[config.mk]
export PLATFORM = sky130hd
export DESIGN_NAME = ipv4_lpm_forward
export DESIGN_NICKNAME = d
export VERILOG_FILES = /design/src/sv/ipv4lpm_pkg.sv /design/src/sv/ipv4lpm_ram.sv /design/src/sv/ipv4lpm_scan.sv /design/src/sv/ipv4lpm_cksum.sv /design/src/sv/ipv4_lpm_forward.sv
export SDC_FILE = /design/constraint.sdc
export NUM_CORES = 2
export LEC_CHECK = 0
export BUFFER_PORTS_ARGS = -buffer_cell sky130_fd_sc_hd__buf_2
export CAP_MARGIN = 10
export CORE_MARGIN = 2
export CORE_UTILIZATION = 46
export DETAILED_ROUTE_END_ITERATION = 6
export PLACE_DENSITY = 0.66
export SLEW_MARGIN = 20
export SYNTH_ARGS = -nofsm -noshare
export SYNTH_HDL_FRONTEND = slang
export SYNTH_MEMORY_MAX_BITS = 65536
export SYNTH_SLANG_ARGS = --single-unit
[constraint.sdc]
create_clock -name clk -period 5.9 [get_ports clk]
set_input_delay 0.295 -clock clk [delete_from_list [all_inputs] [get_ports clk]]
set_output_delay 0.295 -clock clk [all_outputs]
set_load 0.005 [all_outputs]
[src/sv/ipv4lpm_pkg.sv]
`timescale 1ns / 1ps
// ----------------------------------------------------------------------------
// ipv4lpm_pkg
// shared types and constants of the ipv4 longest prefix match forwarding block
// ----------------------------------------------------------------------------
package ipv4lpm_pkg;

    localparam int TABLE_DEPTH = 64;
    localparam int IDX_W       = (TABLE_DEPTH > 1) ? $clog2(TABLE_DEPTH) : 1;
    localparam int CNT_W       = $clog2(TABLE_DEPTH + 1);

    localparam int ADDR_W      = 32;
    localparam int LEN_W       = 6;
    localparam int SUM_W       = 20;
    localparam int CK_STEP_W   = 3;
    localparam int HDR_WORDS   = 5;

    localparam logic [CK_STEP_W-1:0] CK_FOLD1 = CK_STEP_W'(HDR_WORDS);
    localparam logic [CK_STEP_W-1:0] CK_FOLD2 = CK_STEP_W'(HDR_WORDS + 1);

    localparam logic REQ_ADD = 1'b0;
    localparam logic REQ_FWD = 1'b1;

    localparam logic [LEN_W-1:0] MAX_LEN = LEN_W'(32);

    typedef enum logic [2:0] {
        ACT_FORWARD      = 3'd0,
        ACT_LOCAL        = 3'd1,
        ACT_DROP_TTL     = 3'd2,
        ACT_DROP_NOROUTE = 3'd3,
        ACT_ADDED        = 3'd4,
        ACT_FULL         = 3'd5
    } action_t;

    typedef enum logic {
        ST_IDLE = 1'b0,
        ST_BUSY = 1'b1
    } state_t;

    typedef logic [HDR_WORDS-1:0][31:0] hdr_t;

    typedef struct packed {
        logic [ADDR_W-1:0] prefix;
        logic [LEN_W-1:0]  len;
        logic [ADDR_W-1:0] hop;
    } route_t;

    typedef struct packed {
        logic done;
        logic found;
    } scan_stat_t;

    typedef struct packed {
        logic        done;
        logic [15:0] cks;
    } ck_stat_t;

endpackage

[src/sv/ipv4lpm_ram.sv]
`timescale 1ns / 1ps
// ----------------------------------------------------------------------------
// ipv4lpm_ram
// generic single-clock ram, one write port and one registered read port
// ----------------------------------------------------------------------------
module ipv4lpm_ram #(
    parameter int WIDTH = 8,
    parameter int DEPTH = 16,
    localparam int AW   = (DEPTH > 1) ? $clog2(DEPTH) : 1
) (
    input  logic             clk,
    input  logic             wr_en,
    input  logic [AW-1:0]    wr_addr,
    input  logic [WIDTH-1:0] wr_data,
    input  logic [AW-1:0]    rd_addr,
    output logic [WIDTH-1:0] rd_data
);

    logic [WIDTH-1:0] mem [DEPTH];
    logic [WIDTH-1:0] rd_data_reg;

    always_ff @(posedge clk)
    begin
        if (wr_en)
        begin
            mem[wr_addr] <= wr_data;
        end
        rd_data_reg <= mem[rd_addr];
    end

    assign rd_data = rd_data_reg;

endmodule

[src/sv/ipv4lpm_scan.sv]
`timescale 1ns / 1ps
// ----------------------------------------------------------------------------
// ipv4lpm_scan
// walks the route memory one entry a cycle and keeps the longest match
// ----------------------------------------------------------------------------
module ipv4lpm_scan (
    input  logic                                  clk,
    input  logic                                  rst_n,
    input  logic                                  start,
    input  logic [ipv4lpm_pkg::ADDR_W-1:0]        dest,
    input  logic [ipv4lpm_pkg::CNT_W-1:0]         count,
    input  ipv4lpm_pkg::route_t                   rd_data,
    output logic [ipv4lpm_pkg::IDX_W-1:0]         rd_addr,
    output ipv4lpm_pkg::scan_stat_t               stat,
    output logic [ipv4lpm_pkg::ADDR_W-1:0]        best_hop
);
    import ipv4lpm_pkg::*;

    logic              run_reg,  run_next;
    logic              rvld_reg, rvld_next;
    logic              done_reg, done_next;
    logic [CNT_W-1:0]  cnt_reg,  cnt_next;
    logic [LEN_W-1:0]  best_len_reg, best_len_next;
    logic [ADDR_W-1:0] best_hop_reg, best_hop_next;
    logic [ADDR_W-1:0] mask;
    logic              issue;
    logic              hit;

    assign issue   = run_reg && (cnt_reg < count);
    assign rd_addr = cnt_reg[IDX_W-1:0];
    assign mask    = ~(32'hFFFF_FFFF >> rd_data.len);
    assign hit     = rvld_reg && (rd_data.len != '0) && (rd_data.len > best_len_reg)
                     && (((rd_data.prefix ^ dest) & mask) == '0);

    always_comb
    begin
        run_next      = run_reg;
        rvld_next     = issue;
        done_next     = done_reg;
        cnt_next      = cnt_reg;
        best_len_next = best_len_reg;
        best_hop_next = best_hop_reg;
        if (start)
        begin
            run_next      = 1'b1;
            rvld_next     = 1'b0;
            done_next     = 1'b0;
            cnt_next      = '0;
            best_len_next = '0;
            best_hop_next = '0;
        end
        else
        begin
            if (issue)
            begin
                cnt_next = cnt_reg + CNT_W'(1);
            end
            if (hit)
            begin
                best_len_next = rd_data.len;
                best_hop_next = rd_data.hop;
            end
            if (run_reg && !issue && !rvld_reg)
            begin
                run_next  = 1'b0;
                done_next = 1'b1;
            end
        end
    end

    always_ff @(posedge clk or negedge rst_n)
    begin
        if (!rst_n)
        begin
            run_reg      <= 1'b0;
            rvld_reg     <= 1'b0;
            done_reg     <= 1'b0;
            cnt_reg      <= '0;
            best_len_reg <= '0;
        end
        else
        begin
            run_reg      <= run_next;
            rvld_reg     <= rvld_next;
            done_reg     <= done_next;
            cnt_reg      <= cnt_next;
            best_len_reg <= best_len_next;
        end
    end

    always_ff @(posedge clk)
    begin
        best_hop_reg <= best_hop_next;
    end

    assign stat.done  = done_reg;
    assign stat.found = (best_len_reg != '0);
    assign best_hop   = best_hop_reg;

`ifndef NO_ASSERTIONS
    a_scan_not_both : assert property (@(posedge clk) disable iff (!rst_n)
        !(run_reg && done_reg))
        else $error("scan running and done at once");
`endif

endmodule

[src/sv/ipv4lpm_cksum.sv]
`timescale 1ns / 1ps
// ----------------------------------------------------------------------------
// ipv4lpm_cksum
// header checksum, one header word per cycle then two end-around folds
// ----------------------------------------------------------------------------
module ipv4lpm_cksum (
    input  logic                  clk,
    input  logic                  rst_n,
    input  logic                  start,
    input  ipv4lpm_pkg::hdr_t     hdr,
    output ipv4lpm_pkg::ck_stat_t stat
);
    import ipv4lpm_pkg::*;

    logic                 run_reg,  run_next;
    logic                 done_reg, done_next;
    logic [CK_STEP_W-1:0] step_reg, step_next;
    logic [SUM_W-1:0]     acc_reg,  acc_next;
    logic [31:0]          word;
    logic [SUM_W-1:0]     folded;

    always_comb
    begin
        case (step_reg)
            3'd0:    word = hdr[0];
            3'd1:    word = hdr[1];
            3'd2:    word = hdr[2];
            3'd3:    word = hdr[3];
            3'd4:    word = hdr[4];
            default: word = '0;
        endcase
    end

    assign folded = SUM_W'(acc_reg[SUM_W-1:16]) + SUM_W'(acc_reg[15:0]);

    always_comb
    begin
        run_next  = run_reg;
        done_next = done_reg;
        step_next = step_reg;
        acc_next  = acc_reg;
        if (start)
        begin
            run_next  = 1'b1;
            done_next = 1'b0;
            step_next = '0;
            acc_next  = '0;
        end
        else if (run_reg)
        begin
            step_next = step_reg + CK_STEP_W'(1);
            if (step_reg < CK_FOLD1)
            begin
                acc_next = acc_reg + SUM_W'(word[31:16]) + SUM_W'(word[15:0]);
            end
            else
            begin
                acc_next = folded;
                if (step_reg == CK_FOLD2)
                begin
                    run_next  = 1'b0;
                    done_next = 1'b1;
                end
            end
        end
    end

    always_ff @(posedge clk or negedge rst_n)
    begin
        if (!rst_n)
        begin
            run_reg  <= 1'b0;
            done_reg <= 1'b0;
            step_reg <= '0;
        end
        else
        begin
            run_reg  <= run_next;
            done_reg <= done_next;
            step_reg <= step_next;
        end
    end

    always_ff @(posedge clk)
    begin
        acc_reg <= acc_next;
    end

    assign stat.done = done_reg;
    assign stat.cks  = ~acc_reg[15:0];

`ifndef NO_ASSERTIONS
    a_ck_folded : assert property (@(posedge clk) disable iff (!rst_n)
        done_reg |-> (acc_reg[SUM_W-1:16] == '0))
        else $error("checksum not fully folded");
`endif

endmodule

[src/sv/ipv4_lpm_forward.sv]
`timescale 1ns / 1ps
// ----------------------------------------------------------------------------
// ipv4_lpm_forward
// ipv4 longest prefix match forwarding with route table and ttl/checksum update
// ----------------------------------------------------------------------------
// Route adds, ttl drops and local deliveries finish in the cycle of the
// transaction and are offered on the output at the next edge. A routed lookup
// reads the route memory one entry a cycle through its single read port, once
// for each of the N stored routes (at most 64 with a full table), while the
// header checksum runs alongside. One transaction is worked on at a time; the
// output register lets a new transaction in while the previous result is
// being taken.
// ----------------------------------------------------------------------------
module ipv4_lpm_forward (
    input  logic        clk,
    input  logic        rst_n,
    input  logic        cfg_wr_en,
    input  logic [31:0] cfg_wr_data,
    input  logic        in_valid,
    output logic        in_stall,
    input  logic        req_type,
    input  logic [31:0] route_prefix,
    input  logic [5:0]  route_length,
    input  logic [31:0] route_hop,
    input  logic [31:0] hdr_word0,
    input  logic [31:0] hdr_word1,
    input  logic [31:0] hdr_word2,
    input  logic [31:0] hdr_word3,
    input  logic [31:0] hdr_word4,
    output logic        out_valid,
    input  logic        out_stall,
    output logic [2:0]  action,
    output logic [31:0] next_hop,
    output logic [31:0] new_word2
);
    import ipv4lpm_pkg::*;

    state_t            state_reg, state_next;
    logic [31:0]       local_address_reg;
    logic [CNT_W-1:0]  entry_count_reg;
    hdr_t              hdr_reg;
    logic              out_valid_reg;
    action_t           action_reg, action_next;
    logic [31:0]       next_hop_reg, next_hop_next;
    logic [31:0]       new_word2_reg, new_word2_next;

    logic              in_accept;
    logic              out_free;
    logic              out_load;
    logic              start;
    logic              is_add;
    logic              full;
    logic              ttl_zero;
    logic              is_local;
    logic              immediate;
    logic              wr_en;
    logic              units_done;
    logic [7:0]        ttl_dec;
    route_t            wr_route;
    route_t            rd_route;
    logic [IDX_W-1:0]  rd_addr;
    scan_stat_t        scan_stat;
    ck_stat_t          ck_stat;
    logic [31:0]       best_hop;

    assign is_add     = (req_type == REQ_ADD);
    assign full       = (entry_count_reg == CNT_W'(TABLE_DEPTH));
    assign ttl_zero   = (hdr_word2[31:24] == 8'd0);
    assign is_local   = (hdr_word4 == local_address_reg);
    assign immediate  = is_add || ttl_zero || is_local;
    assign out_free   = !out_valid_reg || !out_stall;
    assign in_accept  = in_valid && !in_stall;
    assign wr_en      = in_accept && is_add && !full;
    assign units_done = scan_stat.done && ck_stat.done;
    assign ttl_dec    = hdr_word2[31:24] - 8'd1;

    assign wr_route.prefix = route_prefix;
    assign wr_route.len    = (route_length > MAX_LEN) ? MAX_LEN : route_length;
    assign wr_route.hop    = route_hop;

    // next state
    always_comb
    begin
        state_next = state_reg;
        case (state_reg)
            ST_IDLE:
            begin
                if (in_accept && !immediate)
                begin
                    state_next = ST_BUSY;
                end
            end
            ST_BUSY:
            begin
                if (units_done && out_free)
                begin
                    state_next = ST_IDLE;
                end
            end
            default: state_next = ST_IDLE;
        endcase
    end

    // state outputs
    always_comb
    begin
        in_stall = 1'b1;
        start    = 1'b0;
        out_load = 1'b0;
        case (state_reg)
            ST_IDLE:
            begin
                in_stall = immediate && !out_free;
                start    = in_valid && !in_stall && !immediate;
                out_load = in_valid && !in_stall && immediate;
            end
            ST_BUSY:
            begin
                out_load = units_done && out_free;
            end
            default: in_stall = 1'b1;
        endcase
    end

    // result
    always_comb
    begin
        action_next    = action_reg;
        next_hop_next  = next_hop_reg;
        new_word2_next = new_word2_reg;
        if (out_load)
        begin
            next_hop_next  = '0;
            new_word2_next = '0;
            if (state_reg == ST_BUSY)
            begin
                if (scan_stat.found)
                begin
                    action_next    = ACT_FORWARD;
                    next_hop_next  = best_hop;
                    new_word2_next = {hdr_reg[2][31:16], ck_stat.cks};
                end
                else
                begin
                    action_next = ACT_DROP_NOROUTE;
                end
            end
            else if (is_add)
            begin
                action_next = full ? ACT_FULL : ACT_ADDED;
            end
            else if (ttl_zero)
            begin
                action_next = ACT_DROP_TTL;
            end
            else
            begin
                action_next = ACT_LOCAL;
            end
        end
    end

    always_ff @(posedge clk or negedge rst_n)
    begin
        if (!rst_n)
        begin
            state_reg         <= ST_IDLE;
            local_address_reg <= '0;
            entry_count_reg   <= '0;
            out_valid_reg     <= 1'b0;
        end
        else
        begin
            state_reg <= state_next;
            if (cfg_wr_en)
            begin
                local_address_reg <= cfg_wr_data;
            end
            if (wr_en)
            begin
                entry_count_reg <= entry_count_reg + CNT_W'(1);
            end
            out_valid_reg <= out_load || (out_valid_reg && out_stall);
        end
    end

    always_ff @(posedge clk)
    begin
        action_reg    <= action_next;
        next_hop_reg  <= next_hop_next;
        new_word2_reg <= new_word2_next;
        if (start)
        begin
            hdr_reg[0] <= hdr_word0;
            hdr_reg[1] <= hdr_word1;
            hdr_reg[2] <= {ttl_dec, hdr_word2[23:16], 16'h0000};
            hdr_reg[3] <= hdr_word3;
            hdr_reg[4] <= hdr_word4;
        end
    end

    ipv4lpm_ram #(
        .WIDTH ($bits(route_t)),
        .DEPTH (TABLE_DEPTH)
    ) u_route_ram (
        .clk     (clk),
        .wr_en   (wr_en),
        .wr_addr (entry_count_reg[IDX_W-1:0]),
        .wr_data (wr_route),
        .rd_addr (rd_addr),
        .rd_data (rd_route)
    );

    ipv4lpm_scan u_scan (
        .clk      (clk),
        .rst_n    (rst_n),
        .start    (start),
        .dest     (hdr_reg[4]),
        .count    (entry_count_reg),
        .rd_data  (rd_route),
        .rd_addr  (rd_addr),
        .stat     (scan_stat),
        .best_hop (best_hop)
    );

    ipv4lpm_cksum u_cksum (
        .clk   (clk),
        .rst_n (rst_n),
        .start (start),
        .hdr   (hdr_reg),
        .stat  (ck_stat)
    );

    assign out_valid = out_valid_reg;
    assign action    = action_reg;
    assign next_hop  = next_hop_reg;
    assign new_word2 = new_word2_reg;

`ifndef NO_ASSERTIONS
    a_count_bound : assert property (@(posedge clk) disable iff (!rst_n)
        entry_count_reg <= CNT_W'(TABLE_DEPTH))
        else $error("route count beyond table depth");

    a_count_step : assert property (@(posedge clk) disable iff (!rst_n)
        wr_en |=> (entry_count_reg == $past(entry_count_reg) + CNT_W'(1)))
        else $error("route count not advanced after add");

    a_no_overwrite : assert property (@(posedge clk) disable iff (!rst_n)
        out_load |-> out_free)
        else $error("pending result overwritten");
`endif

endmodule

==> flow_summary.toml <==
[routing]
routed_via_density = 6.24
drc = 0
drt_wl_total_microns = 517000
post_drt_wl_per_cell_microns = 35.5
wl_met2_microns = 255000
drtAntennaViolNets = 0
wl_met3_microns = 47100
drtIter0Drc = 12900
met1Wirelength_microns = 195000
first_pass_iters = 6
vias = 90900
top_layer_used = "met5"

[setup_path]
start_kind = "flip-flop"
worstSetupPathType = "flip-flop to flip-flop"
r2r-end = "u_cksum.acc_reg[19]$_SDFFE_PP0P_"
cp-startpoint = "u_cksum.step_reg[1]$_DFFE_PN0P_"
cp_data_required_time_ns = 6.80
endpoint = "u_cksum.acc_reg[19]$_SDFFE_PP0P_"
rr_startpoint = "u_cksum.step_reg[1]$_DFFE_PN0P_"
end_kind = "flip-flop"
rrSetupSlack_ns = 0.89
ff2ff_path_depth = 18
crit_arrival_ns = 5.91
crit_fanout = 22

[yosys]
yosysSeqAreaShare = 0.779
yosys_warnings = 0
yosys-top-cells-area = "edfxtp_1, mux4_2, dfxtp_1"
synth_cell_type_count = 63
syn_area_sq_um = 186000
synth.largest_area_cell = "edfxtp_1"
synth_edf_count = 4691
syn-instance-count = 7731
ys_ff_latch = 4875
synth-async-reset-ratio = 0.0127
synth.net_count = 8059
ys.flop_type = "edfxtp_1"
avgSynthCellArea_sq_um = 24.1
synth.top_cell.area_share = 0.757

[status]
status = "finished, final reports clean"

[timing]
slew_headroom = 0.210
period_minus_slack_ns = 5.01
setup_violations = 0
period_share = 0.849
clock.fmax_ghz = 0.200
slew_viol_final = 0
hold_violations = 0
setup_tns_ns = 0
tightestPinTransition_ns = 1.19
skew_ns = 0.0916
rsz0062_at_grt = "no"

[die]
ioPinCount = 337
start_util = 0.462
row_count = 233
dieWidth_microns = 640
die_h_microns = 640
core-area_sq_um = 403000
dieArea_sq_um = 409000

[clocking]
cts_buffers = 462
htree_levels = 5
post_cts_buffers = 0
ctsRootBufferMaster = "clkbuf_16"
clk_latency_ns = 1.02
cts_max_path_buffers = 4
cts.sinks = 4875
post_cts_resized = 0
cts_tree = "yes"
clkTransAtPathRegs_ns = 0.06

[placed_design]
hpwl_microns = 272000
routabilityCongestion = 0.875
port_buffers = 320

[global_routing]
grt_max_degree = 116
globalRoute.totalOverflow = 0
antenna_found_initial = 44
track_usage = 0.249
grt_pass1_wl_microns = 711000
grt_pass1_vias = 90200

[job]
cap_violations = 0

[layout]
syn_to_final_growth_pct = 15.9
fillCellCount = 29700
seqCellArea_sq_um = 145000
nets = 9051
largest_register_ffs = 4480
drive_gt1_frac = 0.314
multiInputGateArea_sq_um = 39800
final_core_util = 0.535

[power_and_ir_drop]
pwr-share-comb = 0.272
power.density_nw_per_um2 = 444
power_mw = 95.8
swShare = 0.284
power_switching_mw = 27.2
leakagePower_nw = 67.8
p_int_mw = 68.6
seqPwrFrac = 0.415
ir_drop_v = 0.000368
clkPwrFrac = 0.313

[worst_hold_path]
hp-class = "input port to flip-flop"
[final cells by class]
type,instances,area share
inverters,80,0.00139
diodes,28,0.000325
flip-flops and latches,4875,0.672
well taps,5405,0.0314
repair buffers,937,0.0394
multi-input cells,2367,0.185
clock buffers,588,0.0576
clock inverters,272,0.0132
[worst max-delay path, stage by stage, from the launching register on]
cell and delay [ns]:
dfrtp_1 0.43, inv_1 0.14, ha_1 0.16, nor2b_2 0.87
a22oi_1 0.16, nand2_1 0.14, a221oi_1 0.09, fa_1 0.52
inv_1 0.08, ha_1 0.19, inv_1 0.07, fa_1 0.44
nor2b_1 0.20, o31a_1 0.24, o211ai_1 0.17, nand4_1 0.16
o211ai_1 0.17, or3_1 0.39, a221oi_1 0.26
[per-stage QoR]
stage / setup slack, ns / instance area [sq um] / std cells / hold slack (ns)
global route: 0.524 / 216000 / 14500 / 0.0204
global placement: 0.884 / 196000 / 13300 / 0.439
finish: 0.888 / 216000 / 14600 / 0.0347
CTS: 0.888 / 215000 / 14500 / 0.000122
detailed placement: 0.959 / 196000 / 13300 / 0.441
floorplan: 0.739 / 186000 / 7731 / -0.000591
[synth_stat cells (8+ instances only)]
cell	n
ha_1	42
nor2_1	130
a221oi_1	14
buf_1	84
a21oi_1	80
a22oi_1	18
nand3_1	64
mux2_2	49
o21a_1	13
buf_2	66
nor2b_1	12
a21o_1	11
nand2_1	71
inv_1	78
edfxtp_1	4691
nor4_1	8
xor2_1	34
clkbuf_1	257
a211oi_1	9
nor3_1	18
mux4_2	1470
fa_1	18
nand4_1	21
a222oi_1	21
xnor2_1	57
o21ai_0	73
and3_1	53
dfxtp_1	122
dfrtp_1	62
[what timing repair did]
item,4_1_cts,5_1_grt
hold endpoints to repair,1762,1370
hold buffers,334,22
setup endpoints to repair,0,0
[power groups by stage]
stage               Sequential [mW]  Combinational [mW]  Clock, mW
floorplan                      39.6                18.4          0
global placement               40.5                25.8          0
detailed placement             40.5                25.9          0
CTS                            39.7                26.3       30.3
global route                   39.8                27.5       31.7
finish                         39.8                26.1       30.0
[worst min-delay path by stage]
stage,startpoint,to,slack (ns),depth (start not counted)
finish,route_length[5],u_route_ram.mem[27][37]$_DFFE_PP_,0.03,2
global route,hdr_word3[1],hdr_reg[97]$_DFFE_PP_,0.02,2
CTS,route_prefix[8],u_route_ram.mem[19][46]$_DFFE_PP_,0.0001,1
detailed placement,u_route_ram.rd_data[3]$_DFF_P_,u_scan.best_hop[3]$_SDFFE_PP0P_,0.44,2
global placement,u_route_ram.rd_data[3]$_DFF_P_,u_scan.best_hop[3]$_SDFFE_PP0P_,0.44,2
floorplan,rst_n,entry_count_reg[0]$_DFFE_PN0P_,-0.0006,0
[cells by family (layout without fill, tap and decap cells)]
kind of cell / after synthesis / in the layout / synth area share
other: 0 / 28 / 0
xor gates and xnor gates: 91 / 91 / 0.00429
AOI/OAI and AO/OA: 289 / 289 / 0.0101
and+or+nand+nor: 402 / 402 / 0.0103
DFF: 4875 / 4875 / 0.779
buffers and inverters: 489 / 1877 / 0.0104
adders and majority gates: 60 / 60 / 0.00476
muxes: 1525 / 1525 / 0.181
[per-layer routing]
layer / global-route usage / vias to the layer above
li1: - / 35300
met1: 0.338 / 49500
met2: 0.411 / 5139
met3: 0.0419 / 912
met4: 0.0892 / 16
met5: 0 / -
[placed cells by master, fill, tap and decap left out, types with 42 or more instances in the layout]
cell and instances:
dfrtp_1 55, buf_12 104, clkinv_1 95, buf_2 304
xnor2_1 57, a21oi_1 79, ha_1 42, nand2_1 71
and3_1 52, dlygate4sd3_1 355, nand3_1 62, mux4_2 1470
bufinv_16 54, dfxtp_1 122, nor2_1 64, buf_4 172
clkbuf_1 96, inv_1 78, edfxtp_1 4691, clkbuf_16 470
nor2_4 66, mux2_2 49, o21ai_0 72, clkinv_2 86
Note: power is estimated with default switching activity, not from simulation.
